**src/hdl/khr_pkg.sv**
```systemverilog
// shared types and constants of the key hash tag shard router
package khr_pkg;

   localparam int unsigned MaxShardsDefault = 256;

   localparam int CountW = 9;
   localparam int SlotW  = 14;
   localparam int IndexW = 8;
   localparam int CrcW   = 16;
   localparam int ByteW  = 8;
   localparam int DivW   = 32;
   localparam int StepW  = 6;

   localparam logic [StepW-1:0] KeySteps = StepW'(SlotW);
   localparam logic [StepW-1:0] RrSteps  = StepW'(DivW);

   localparam logic [CrcW-1:0]  CrcPoly    = 16'h1021;
   localparam logic [ByteW-1:0] OpenBrace  = 8'h7B;
   localparam logic [ByteW-1:0] CloseBrace = 8'h7D;

   localparam logic OpKeyByte    = 1'b0;
   localparam logic OpRoundRobin = 1'b1;

   typedef enum logic [1:0] {
      TAG_SEEK,
      TAG_INSIDE,
      TAG_CLOSED
   } tag_phase_type;

   typedef enum logic {
      ST_IDLE,
      ST_DIVIDE
   } router_state_type;

   typedef struct packed {
      logic             fold;
      logic             last;
      logic [ByteW-1:0] key_byte;
   } crc_cmd_type;

   typedef struct packed {
      logic              start;
      logic [DivW-1:0]   dividend;
      logic [StepW-1:0]  steps;
      logic [CountW-1:0] divisor;
   } mod_cmd_type;

   typedef struct packed {
      logic              busy;
      logic [CountW-1:0] remainder;
   } mod_status_type;

endpackage

```
**src/hdl/khr_req_if.sv**
```systemverilog
// request channel: key bytes and round-robin requests
interface khr_req_if import khr_pkg::*; ();
   logic             valid;
   logic             ready;
   logic             operation;
   logic [ByteW-1:0] key_byte;
   logic             last_byte;

   modport source (output valid, output operation, output key_byte, output last_byte,
                   input ready);
   modport sink   (input valid, input operation, input key_byte, input last_byte,
                   output ready);
endinterface

```
**src/hdl/khr_rsp_if.sv**
```systemverilog
// response channel: chosen shard and slot
interface khr_rsp_if import khr_pkg::*; ();
   logic              valid;
   logic              ready;
   logic [IndexW-1:0] shard_index;
   logic [SlotW-1:0]  hash_slot;
   logic              no_shard;
   logic              by_round_robin;

   modport source (output valid, output shard_index, output hash_slot, output no_shard,
                   output by_round_robin, input ready);
   modport sink   (input valid, input shard_index, input hash_slot, input no_shard,
                   input by_round_robin, output ready);
endinterface

```
**src/hdl/key_hash_tag_shard_router.sv**
```systemverilog
// top level of the key hash tag shard router
//
// req_bus carries one key byte per beat (operation 0) or a keyless
// round-robin request (operation 1); last_byte closes a key. rsp_bus returns
// one beat per closed key or round-robin request. csr_wr_en / csr_wr_data set
// the shard count; the user must write it only when idle, with no guard here.
//
// key bytes that do not close a key are taken back to back, one per cycle,
// while the router is idle. a closing byte runs the slot remainder for 14
// steps on the shared bit-serial remainder unit; the result is loaded into
// the output register once that register is free, and the next request is
// taken after that load. a round-robin request runs 32 steps on the same
// unit (32-bit counter) and is answered the same way.
//
// reset clears the key checksums, the round-robin counter, the shard count
// and the response valid. a stalled response sits in the output register
// while further non-closing key bytes are still taken; a finished remainder
// waits in the unit until the output register frees up
module key_hash_tag_shard_router import khr_pkg::*; #(
   parameter int unsigned MAX_SHARDS = MaxShardsDefault
) (
   input  logic              clock,
   input  logic              reset,
   khr_req_if.sink           req_bus,
   khr_rsp_if.source         rsp_bus,
   input  logic              csr_wr_en,
   input  logic [CountW-1:0] csr_wr_data
);

   // sequencer state
   router_state_type state_ff, state_in;

   // shard count register and its saturated view
   logic [CountW-1:0] count_ff, count_in;
   logic [CountW-1:0] eff_count;

   // round-robin counter, advanced on each round-robin pick
   logic [DivW-1:0] rr_ff, rr_in;

   // job fields carried across the division
   logic             job_rr_ff, job_rr_in;
   logic             job_none_ff, job_none_in;
   logic [SlotW-1:0] job_slot_ff, job_slot_in;

   // output register
   logic              rsp_valid_ff, rsp_valid_in;
   logic [IndexW-1:0] rsp_index_ff, rsp_index_in;
   logic [SlotW-1:0]  rsp_slot_ff, rsp_slot_in;
   logic              rsp_none_ff, rsp_none_in;
   logic              rsp_rr_ff, rsp_rr_in;

   logic             req_accept;
   logic             job_start;
   logic             rsp_free;
   logic             rsp_load;
   logic [SlotW-1:0] key_slot;

   crc_cmd_type    crc_cmd;
   mod_cmd_type    mod_cmd;
   mod_status_type mod_status;

   assign eff_count = (32'(count_ff) > 32'(MAX_SHARDS)) ? CountW'(MAX_SHARDS) : count_ff;

   assign req_accept = req_bus.valid && req_bus.ready;
   // a round-robin request or a closing byte needs a remainder
   assign job_start  = req_accept && (req_bus.operation == OpRoundRobin || req_bus.last_byte);
   assign rsp_free   = !rsp_valid_ff || rsp_bus.ready;

   // checksum accumulators see key bytes only
   assign crc_cmd.fold     = req_accept && (req_bus.operation == OpKeyByte);
   assign crc_cmd.last     = req_bus.last_byte;
   assign crc_cmd.key_byte = req_bus.key_byte;

   khr_crc_unit u_crc (
      .clock (clock),
      .reset (reset),
      .cmd   (crc_cmd),
      .slot  (key_slot)
   );

   // slot is left-aligned so only its 14 bits are stepped through
   assign mod_cmd.start    = job_start;
   assign mod_cmd.dividend = (req_bus.operation == OpRoundRobin)
                             ? rr_ff : {key_slot, {(DivW-SlotW){1'b0}}};
   assign mod_cmd.steps    = (req_bus.operation == OpRoundRobin) ? RrSteps : KeySteps;
   assign mod_cmd.divisor  = eff_count;

   khr_mod_unit u_mod (
      .clock  (clock),
      .reset  (reset),
      .cmd    (mod_cmd),
      .status (mod_status)
   );

   // next state
   always_comb begin
      state_in = state_ff;
      unique case (state_ff)
         ST_IDLE: begin
            if (job_start) begin
               state_in = ST_DIVIDE;
            end
         end
         ST_DIVIDE: begin
            if (!mod_status.busy && rsp_free) begin
               state_in = ST_IDLE;
            end
         end
         default: begin
            state_in = ST_IDLE;
         end
      endcase
   end

   // sequencer outputs
   always_comb begin
      req_bus.ready = 1'b0;
      rsp_load      = 1'b0;
      unique case (state_ff)
         ST_IDLE: begin
            req_bus.ready = 1'b1;
         end
         ST_DIVIDE: begin
            rsp_load = !mod_status.busy && rsp_free;
         end
         default: begin
            req_bus.ready = 1'b0;
         end
      endcase
   end

   // config, counter and job capture
   always_comb begin
      count_in    = csr_wr_en ? csr_wr_data : count_ff;
      rr_in       = rr_ff;
      job_rr_in   = job_rr_ff;
      job_none_in = job_none_ff;
      job_slot_in = job_slot_ff;
      if (job_start) begin
         job_rr_in   = (req_bus.operation == OpRoundRobin);
         job_none_in = (eff_count == '0);
         job_slot_in = (req_bus.operation == OpRoundRobin) ? '0 : key_slot;
         // counter moves only when a shard is actually picked
         if (req_bus.operation == OpRoundRobin && eff_count != '0) begin
            rr_in = rr_ff + 1'b1;
         end
      end
   end

   // output register, refilled the cycle it is taken
   always_comb begin
      rsp_valid_in = rsp_valid_ff && !rsp_bus.ready;
      rsp_index_in = rsp_index_ff;
      rsp_slot_in  = rsp_slot_ff;
      rsp_none_in  = rsp_none_ff;
      rsp_rr_in    = rsp_rr_ff;
      if (rsp_load) begin
         rsp_valid_in = 1'b1;
         rsp_index_in = job_none_ff ? '0 : mod_status.remainder[IndexW-1:0];
         rsp_slot_in  = job_slot_ff;
         rsp_none_in  = job_none_ff;
         rsp_rr_in    = job_rr_ff;
      end
   end

   always_ff @(posedge clock) begin
      if (reset) begin
         state_ff     <= ST_IDLE;
         count_ff     <= '0;
         rr_ff        <= '0;
         rsp_valid_ff <= 1'b0;
      end else begin
         state_ff     <= state_in;
         count_ff     <= count_in;
         rr_ff        <= rr_in;
         rsp_valid_ff <= rsp_valid_in;
      end
   end

   always_ff @(posedge clock) begin
      job_rr_ff    <= job_rr_in;
      job_none_ff  <= job_none_in;
      job_slot_ff  <= job_slot_in;
      rsp_index_ff <= rsp_index_in;
      rsp_slot_ff  <= rsp_slot_in;
      rsp_none_ff  <= rsp_none_in;
      rsp_rr_ff    <= rsp_rr_in;
   end

   assign rsp_bus.valid          = rsp_valid_ff;
   assign rsp_bus.shard_index    = rsp_index_ff;
   assign rsp_bus.hash_slot      = rsp_slot_ff;
   assign rsp_bus.no_shard       = rsp_none_ff;
   assign rsp_bus.by_round_robin = rsp_rr_ff;

endmodule

```
**src/hdl/khr_crc_unit.sv**
```systemverilog
// whole-key and hash-tag crc-16 accumulators with brace tracking
module khr_crc_unit import khr_pkg::*; (
   input  logic             clock,
   input  logic             reset,
   input  crc_cmd_type      cmd,
   output logic [SlotW-1:0] slot
);

   logic [CrcW-1:0] whole_ff, whole_in;
   logic [CrcW-1:0] tag_ff, tag_in;
   tag_phase_type   phase_ff, phase_in;
   logic            nonempty_ff, nonempty_in;

   logic [CrcW-1:0] whole_next, tag_next;
   tag_phase_type   phase_next;
   logic            nonempty_next;

   function automatic logic [CrcW-1:0] crc_fold(input logic [CrcW-1:0] crc,
                                                input logic [ByteW-1:0] b);
      logic [CrcW-1:0] c;
      c = crc ^ {b, 8'h00};
      for (int i = 0; i < ByteW; i++) begin
         if (c[CrcW-1]) begin
            c = (c << 1) ^ CrcPoly;
         end else begin
            c = c << 1;
         end
      end
      return c;
   endfunction

   always_comb begin
      whole_next    = whole_ff;
      tag_next      = tag_ff;
      phase_next    = phase_ff;
      nonempty_next = nonempty_ff;
      if (cmd.fold) begin
         whole_next = crc_fold(whole_ff, cmd.key_byte);
         unique case (phase_ff)
            TAG_SEEK: begin
               if (cmd.key_byte == OpenBrace) begin
                  phase_next = TAG_INSIDE;
               end
            end
            TAG_INSIDE: begin
               if (cmd.key_byte == CloseBrace) begin
                  phase_next = TAG_CLOSED;
               end else begin
                  tag_next      = crc_fold(tag_ff, cmd.key_byte);
                  nonempty_next = 1'b1;
               end
            end
            TAG_CLOSED: begin
               phase_next = TAG_CLOSED;
            end
            default: begin
               phase_next = TAG_SEEK;
            end
         endcase
      end
   end

   // slot including the current byte, used when it closes the key
   assign slot = (phase_next == TAG_CLOSED && nonempty_next) ? tag_next[SlotW-1:0]
                                                             : whole_next[SlotW-1:0];

   always_comb begin
      if (cmd.fold && cmd.last) begin
         whole_in    = '0;
         tag_in      = '0;
         phase_in    = TAG_SEEK;
         nonempty_in = 1'b0;
      end else begin
         whole_in    = whole_next;
         tag_in      = tag_next;
         phase_in    = phase_next;
         nonempty_in = nonempty_next;
      end
   end

   always_ff @(posedge clock) begin
      if (reset) begin
         whole_ff    <= '0;
         tag_ff      <= '0;
         phase_ff    <= TAG_SEEK;
         nonempty_ff <= 1'b0;
      end else begin
         whole_ff    <= whole_in;
         tag_ff      <= tag_in;
         phase_ff    <= phase_in;
         nonempty_ff <= nonempty_in;
      end
   end

endmodule

```
**src/hdl/khr_mod_unit.sv**
```systemverilog
// bit-serial restoring remainder unit, one dividend bit per cycle
module khr_mod_unit import khr_pkg::*; (
   input  logic           clock,
   input  logic           reset,
   input  mod_cmd_type    cmd,
   output mod_status_type status
);

   logic [DivW-1:0]   quo_ff, quo_in;
   logic [CountW-1:0] rem_ff, rem_in;
   logic [CountW-1:0] div_ff, div_in;
   logic [StepW-1:0]  left_ff, left_in;

   logic [CountW:0]   trial;
   logic [CountW-1:0] rem_step;

   always_comb begin
      trial = {rem_ff, quo_ff[DivW-1]};
      if (trial >= {1'b0, div_ff}) begin
         rem_step = CountW'(trial - {1'b0, div_ff});
      end else begin
         rem_step = trial[CountW-1:0];
      end
   end

   always_comb begin
      quo_in  = quo_ff;
      rem_in  = rem_ff;
      div_in  = div_ff;
      left_in = left_ff;
      if (cmd.start) begin
         quo_in  = cmd.dividend;
         rem_in  = '0;
         div_in  = cmd.divisor;
         left_in = cmd.steps;
      end else if (left_ff != '0) begin
         quo_in  = quo_ff << 1;
         rem_in  = rem_step;
         left_in = left_ff - 1'b1;
      end
   end

   assign status.busy      = (left_ff != '0);
   assign status.remainder = rem_ff;

   always_ff @(posedge clock) begin
      if (reset) begin
         left_ff <= '0;
      end else begin
         left_ff <= left_in;
      end
   end

   always_ff @(posedge clock) begin
      quo_ff <= quo_in;
      rem_ff <= rem_in;
      div_ff <= div_in;
   end

endmodule

```
**src/flat_wrapper.sv**
```systemverilog
// flat-port wrapper written by rule: the top's interface ports become plain ports
module key_hash_tag_shard_router_flat import khr_pkg::*;
#(
   parameter int unsigned MAX_SHARDS = MaxShardsDefault
)
  (clock, reset, csr_wr_en, csr_wr_data, req_bus_valid, req_bus_operation, req_bus_key_byte, req_bus_last_byte, req_bus_ready, rsp_bus_valid, rsp_bus_shard_index, rsp_bus_hash_slot, rsp_bus_no_shard, rsp_bus_by_round_robin, rsp_bus_ready);
  khr_req_if req_bus_i ();
  khr_rsp_if rsp_bus_i ();
  input  logic clock;
  input  logic reset;
  input  logic csr_wr_en;
  input  logic [CountW-1:0] csr_wr_data;
  input wire logic [$bits(req_bus_i.valid)-1:0] req_bus_valid;
  input wire logic [$bits(req_bus_i.operation)-1:0] req_bus_operation;
  input wire logic [$bits(req_bus_i.key_byte)-1:0] req_bus_key_byte;
  input wire logic [$bits(req_bus_i.last_byte)-1:0] req_bus_last_byte;
  output wire logic [$bits(req_bus_i.ready)-1:0] req_bus_ready;
  output wire logic [$bits(rsp_bus_i.valid)-1:0] rsp_bus_valid;
  output wire logic [$bits(rsp_bus_i.shard_index)-1:0] rsp_bus_shard_index;
  output wire logic [$bits(rsp_bus_i.hash_slot)-1:0] rsp_bus_hash_slot;
  output wire logic [$bits(rsp_bus_i.no_shard)-1:0] rsp_bus_no_shard;
  output wire logic [$bits(rsp_bus_i.by_round_robin)-1:0] rsp_bus_by_round_robin;
  input wire logic [$bits(rsp_bus_i.ready)-1:0] rsp_bus_ready;
  assign req_bus_i.valid = req_bus_valid;
  assign req_bus_i.operation = req_bus_operation;
  assign req_bus_i.key_byte = req_bus_key_byte;
  assign req_bus_i.last_byte = req_bus_last_byte;
  assign req_bus_ready = req_bus_i.ready;
  assign rsp_bus_valid = rsp_bus_i.valid;
  assign rsp_bus_shard_index = rsp_bus_i.shard_index;
  assign rsp_bus_hash_slot = rsp_bus_i.hash_slot;
  assign rsp_bus_no_shard = rsp_bus_i.no_shard;
  assign rsp_bus_by_round_robin = rsp_bus_i.by_round_robin;
  assign rsp_bus_i.ready = rsp_bus_ready;
  key_hash_tag_shard_router #(.MAX_SHARDS(MAX_SHARDS)) u_core (.clock(clock), .reset(reset), .req_bus(req_bus_i), .rsp_bus(rsp_bus_i), .csr_wr_en(csr_wr_en), .csr_wr_data(csr_wr_data));
endmodule
```
**config.mk**
```make
export PLATFORM = sky130hd
export DESIGN_NAME = key_hash_tag_shard_router_flat
export DESIGN_NICKNAME = d
export VERILOG_FILES = /design/src/hdl/khr_pkg.sv /design/src/hdl/khr_req_if.sv /design/src/hdl/khr_rsp_if.sv /design/src/hdl/key_hash_tag_shard_router.sv /design/src/hdl/khr_crc_unit.sv /design/src/hdl/khr_mod_unit.sv /design/src/flat_wrapper.sv
export SDC_FILE = /design/constraint.sdc
export NUM_CORES = 1
export LEC_CHECK = 0
export BUFFER_PORTS_ARGS = -buffer_cell sky130_fd_sc_hd__buf_2
export CAP_MARGIN = 15
export CORE_UTILIZATION = 50
export CTS_BUF_LIST = sky130_fd_sc_hd__clkbuf_8 sky130_fd_sc_hd__clkbuf_16
export DETAILED_ROUTE_END_ITERATION = 16
export HOLD_SLACK_MARGIN = 0.03
export PLACE_DENSITY = 0.71
export SLEW_MARGIN = 25
export SYNTH_ARGS = -nofsm -noshare
export SYNTH_HDL_FRONTEND = slang
export SYNTH_SLANG_ARGS = --single-unit
```
**constraint.sdc**
```tcl
create_clock -name clock -period 6.9 [get_ports clock]
set_input_delay 1.38 -clock clock [delete_from_list [all_inputs] [get_ports clock]]
set_output_delay 1.38 -clock clock [all_outputs]
set_load 0.005 [all_outputs]
```
; ---- After elaboration in Yosys (flattened, before gate mapping)
; Index checks and enable logic that the tools add are counted.
; Widths: inputs -> output; s select.
[word_totals]
regBits = 174
word_cells = 143
[classes]
add_sub_neg = 3
n_lt_le_gt_ge = 2
n_eq_ne = 5
n_mux = 70
bitwise = 21
reduce_logical = 21
[op_table]
columns = op, count
row1 = $mux 16, 28
row2 = $mux 13, 16
row3 = $mux 32, 3
row4 = $mux 14, 5
row5 = $not 3->3, 16
row6 = $add 32x1->32 const B, 1
row7 = $xor 16x16->16, 2
row8 = $mux 6, 3
row9 = $mux 9, 2
row10 = $eq 8x7->1 const B, 2
row11 = $ge 10x9->1, 1
row12 = $gt 9x9->1 const B, 1
row13 = $logic_not 9->1, 1
row14 = $reduce_bool 9->1, 1
row15 = $sub 9x9->9, 1
row16 = $logic_and 1x1->1, 8
row17 = $mux 1, 8
row18 = $mux 2, 3
row19 = $pmux 2 s3, 1
row20 = $reduce_bool 6->1, 1
row21 = $sub 6x1->6 const B, 1
row22 = $eq 2x2->1 const B, 2
row23 = $logic_not 1->1, 3
row24 = $not 1->1, 3
row25 = 8 further kinds, 9

; ---- Depth between registers and ports, before layout
[logic_depth]
depth_word = 44
ltp_mapped = 10

; ---- Cells and area by module
; Synthesis repeated with hierarchy kept, for this count alone.
[hier_totals]
cells_unflattened = 782
area_unflattened_um2 = 8854.7
[modules_own_cells]
columns = module, n_inst, cells_each, area_per_inst_um2, seq_area_each_um2
row1 = key_hash_tag_shard_router, 1, 354, 3803.6, 2062.0
row2 = khr_mod_unit, 1, 230, 2835.2, 1531.5
row3 = khr_crc_unit, 1, 198, 2215.9, 700.7

; ---- Least setup slack after synthesis
; No wires, ideal clock.
[synth_timing]
path_type = input -> register
start = in req_bus_valid
end = reg u_core.u_mod.quo_ff[0] (enable)
t_arrival_ps = 3354
required_ps = 6513
setup_slack_ps = 3159
stages = 6
path_buffers = 1
path_cell_list = nor2b_1 > o21ai_1 > inv_1 > nor2_1 > buf_2 > inv_1
[synth_via]
elab_chain_len = 3
[synth_lines]
columns = element, line_no
row1 = from (decl), flat_wrapper.sv:13  ; input wire logic [$bits(req_bus_i.valid)-1:0] req_bus_valid;
row2 = $logic_and 1x1->1, key_hash_tag_shard_router.sv:64  ; assign req_accept = req_bus.valid && req_bus.ready;
row3 = $logic_and 1x1->1, key_hash_tag_shard_router.sv:66  ; assign job_start = req_accept && (req_bus.operation == OpRoundRobin || req_bus.last_byte);
row4 = via u_core.job_start, key_hash_tag_shard_router.sv:53  ; logic job_start;
row5 = $reduce_bool 2->1 (no line), --
row6 = to (signal assigned), khr_mod_unit.sv:55  ; quo_ff <= quo_in;
row7 = to (decl), khr_mod_unit.sv:9  ; logic [DivW-1:0] quo_ff, quo_in;
; The timed path passes the listed nets, and every way through them passes these cells.
; A chain may end at the register's enable or synchronous reset.

; ---- Worst setup path in the final report
[layout_timing]
start = in req_bus_operation
end = reg u_core.u_mod.quo_ff[18], data pin
[layout_via]
elab_chain_len = 8
[layout_lines]
columns = element, line_no
row1 = from (decl), flat_wrapper.sv:14  ; input wire logic [$bits(req_bus_i.operation)-1:0] req_bus_operation;
row2 = $not 1->1, key_hash_tag_shard_router.sv:70  ; assign crc_cmd.fold = req_accept && (req_bus.operation == OpKeyByte);
row3 = $logic_and 1x1->1, key_hash_tag_shard_router.sv:70
row4 = $mux 2, khr_crc_unit.sv:37  ; if (cmd.fold) begin
row5 = $eq 2x2->1, khr_crc_unit.sv:64  ; assign slot = (phase_next == TAG_CLOSED && nonempty_next) ? tag_next[SlotW-1:0]
row6 = $logic_and 1x1->1, khr_crc_unit.sv:64
row7 = $mux 14, khr_crc_unit.sv:64
row8 = $mux 32, key_hash_tag_shard_router.sv:84  ; ? rr_ff : {key_slot, {(DivW-SlotW){1'b0}}};
row9 = $mux 32 *, khr_mod_unit.sv:31  ; if (cmd.start) begin
row10 = via u_core.u_mod.quo_in[18], khr_mod_unit.sv:9
; Mark *: on every way through the listed nets, which the timed path passes. The rest lies on a longest branch.

==> metrics.csv <==
metric,value,unit
status,"finished, final reports clean",
mean routed wirelength per cell,16.1,um
CP startpoint kind,input pin,
largest family of logic cells by synthesized area,simple AND/OR/NAND/NOR gates,
area share of and/or/nand/nor cells after synthesis,0.170,
clock-pin slew on the worst setup and hold paths,0.07,ns
wire length on met1,7890,um
Chip Height,128,um
insertion delay of the later-clocked pin in the worst-skew pair,0.43,ns
total nets after synthesis,789,
Routed met2 length,7420,um
via count of the first global-routing pass,5139,
Syn Inst Count,753,
Die Outline Area,16500,sq um
Die Wd,128,um
violation count after the first detailed-route iteration,437,
maxcap violations,0,
ANT cells,0,
final hold violation count,0,
wire length reported by the detailed router,16300,um
via density per instance,5.49,
Fillers,1307,
initial antenna violation count,0,
routed wire length on met3,791,um
worst vdd ir,231,uV
Total GRT Usage,0.208,
DRC viols,0,
CP Data Arrival Time,3.95,ns
compound-gate portion of the synthesized area,0.103,
worst min-delay path class,reg -> reg,
fraction of the yosys area taken by sequential cells,0.537,
cell family with most CP delay,simple AND/OR/NAND/NOR gates,
number of enable flip-flop cells after synthesis,81,
number of optimization iterations in the first detailed-route pass,5,
ys async rst share,0,
core footprint,15400,sq um
"leading cell type in the layout, fill and taps excluded",nor2_1,
standard-cell rows,45,
number of max-slew violations in the final report,0,
"FF+latch count, synth",174,
number of cells upsized or downsized after cts,0,
Synth Area in Adders,0.0197,
final global-route overflow total,0,
number of failing setup endpoints in the final timing report,0,
setup repair after global routing missed its margin,no,
Sum Neg Setup Slack,0,ns
share of post-route cells with drive strength above 1,0.154,
Layout area overhead,11.6,%
top_reg_cell synth,dfxtp_1,
total clock buffers created by CTS,17,
setup bufs post-CTS,0,
global-route wire length before repair,26300,um
synthesis warning total,0,
highest routing layer actually used,met4,
static leakage,3.29,nW
pin count of the biggest net entering global routing,51,
PD cells,337,nW/um^2
worst slew slack as a fraction of its limit,0.280,
via count,5577,
synthesized-area fraction occupied by xor and xnor cells,0.0832,
Synth Area per Inst,10.6,sq um
peak clock frequency supported by timing,271,MHz
number of I/O port buffers,49,
Initial Util,0.518,
maximum count of clock buffers along a single path,2,
TritonCTS clock tree,yes,
root cell of the clock tree,clkbuf_16,
Slew @ Worst Pin,1.08,ns
data required time at the worst endpoint,7.15,ns
mux share of post-synthesis cell area,0.0501,
Unique masters post-synth,62,
cell area after placement,8370,sq um
number of nets in the layout,827,
CTS Hold Bufs,0,
Final min period,3.69,ns
Buf/Inv on CP,1,
GPL Wtd Cong,0.815,
sort of element at the end of the critical path,flip-flop,
critical-path cell with the highest stage delay,nor2_2,
netlist area before placement,8000,sq um
maximum net fanout on the critical path,20,
antenna-violating nets left,0,
"leading cell types in the layout, fill and taps excluded","nor2_1 (96), dfxtp_1 (93), edfxtp_1 (81)",
cells traversed along the worst timing path,buf_2 -> nor3b_4 -> nand2_2 -> nor2_2 -> mux2i_1 -> mux2_2 -> o21ai_0,
final instance area,8930,sq um
number of sinks on the clock net,174,
half-perimeter wire length after placement,11600,um
worst clock skew,0.00882,ns
final clock period utilization by the worst path,0.535,
Setup Crit Path Kind,in -> reg,
maximum cell stage delay along the critical path,0.80,ns
CTS H-Tree Depth,4,
io pins,50,
[synthesized netlist by cell type, types with 4 or more instances]
| cell type | count | share of area |
|---|---|---|
| clkbuf_1 | 21 | 0.0099 |
| mux2i_1 | 28 | 0.035 |
| o21ai_1 | 6 | 0.0038 |
| nor2b_1 | 22 | 0.017 |
| or3_1 | 7 | 0.0055 |
| buf_6 | 5 | 0.0070 |
| nand4_1 | 8 | 0.0063 |
| nor3_1 | 9 | 0.0056 |
| ha_1 | 11 | 0.017 |
| inv_1 | 30 | 0.014 |
| nor2_1 | 96 | 0.045 |
| o21ai_0 | 29 | 0.018 |
| a21oi_1 | 35 | 0.022 |
| a22o_1 | 15 | 0.016 |
| nand3_1 | 15 | 0.0094 |
| nand2_1 | 52 | 0.024 |
| buf_2 | 7 | 0.0044 |
| nor3_2 | 10 | 0.013 |
| a22oi_1 | 13 | 0.012 |
| nand2b_1 | 4 | 0.0031 |
| nor4_1 | 5 | 0.0039 |
| edfxtp_1 | 81 | 0.30 |
| mux2_2 | 8 | 0.011 |
| dfxtp_1 | 93 | 0.23 |
| xor2_1 | 25 | 0.027 |
| and4_1 | 4 | 0.0044 |
| a211oi_1 | 5 | 0.0047 |
| xnor2_1 | 51 | 0.056 |
| and3_1 | 4 | 0.0031 |
[per-stage QoR]
step	power (mW)	worst slack (ns)	instances	hold WS [ns]	util
after floorplan	1.92	3.16	753	0.400	-
after global placement	2.08	2.61	983	0.406	0.542
after detailed placement	2.11	2.79	983	0.414	0.542
after CTS	3.02	3.23	1015	0.430	0.579
after global routing	3.15	2.98	1015	0.430	0.579
final	3.01	3.21	1015	0.427	0.579
[flip-flops by register name, indices dropped and copies added (netlist names), 2 cells and up]
name	count
u_core.count_ff	9
u_core.job_slot_ff	14
u_core.rr_ff	32
u_core.rsp_bus.hash_slot	14
u_core.rsp_bus.shard_index	8
u_core.u_crc.phase_ff	2
u_core.u_crc.tag_ff	16
u_core.u_crc.whole_ff	16
u_core.u_mod.div_ff	9
u_core.u_mod.left_ff	6
u_core.u_mod.quo_ff	32
u_core.u_mod.rem_ff	9
[report_power, final]
| part | leakage [nW] | internal [mW] | switching (mW) |
|---|---|---|---|
| Combinational | 1.44 | 0.271 | 0.417 |
| Sequential | 1.57 | 1.32 | 0.0869 |
| Clock | 0.270 | 0.502 | 0.409 |
[worst paths after layout]
check                           cells after the start  slack [ns]             startpoint                          end
worst max-delay path                                7        3.21      req_bus_operation      u_core.u_mod.quo_ff[18]
worst min-delay path                                0        0.43  u_core.job_slot_ff[8]  u_core.rsp_bus.hash_slot[8]
worst max register to register                      7        3.89        u_core.state_ff      u_core.u_mod.quo_ff[29]
worst min register to register                      0        0.43  u_core.job_slot_ff[8]  u_core.rsp_bus.hash_slot[8]
[routing by layer]
metal	global-route usage	vias up
li1	-	2727
met4	0.0727	0
met3	0.0453	20
met5	0	-
met1	0.290	2691
met2	0.319	139
[cells by family after synthesis]
logic type               count (synthesis)
AND/OR/NAND/NOR                        260
flip-flops                             174
AO/OA/AOI/OAI                          127
XOR/XNOR                                76
buffers and inverters                   66
multiplexers                            38
adder cells (fa/ha/maj)                 12
[layout make-up]
type | count | area (sq um) | area share
Clock buffer | 17 | 425 | 0.0476
Tap cell | 211 | 264 | 0.0296
Sequential cell | 174 | 4290 | 0.481
Clock inverter | 15 | 135 | 0.0151
Timing Repair Buffer | 54 | 283 | 0.0317
Inverter | 31 | 116 | 0.0130
Multi-Input combinational cell | 513 | 3410 | 0.382
Power figures use the tool's default switching activity.
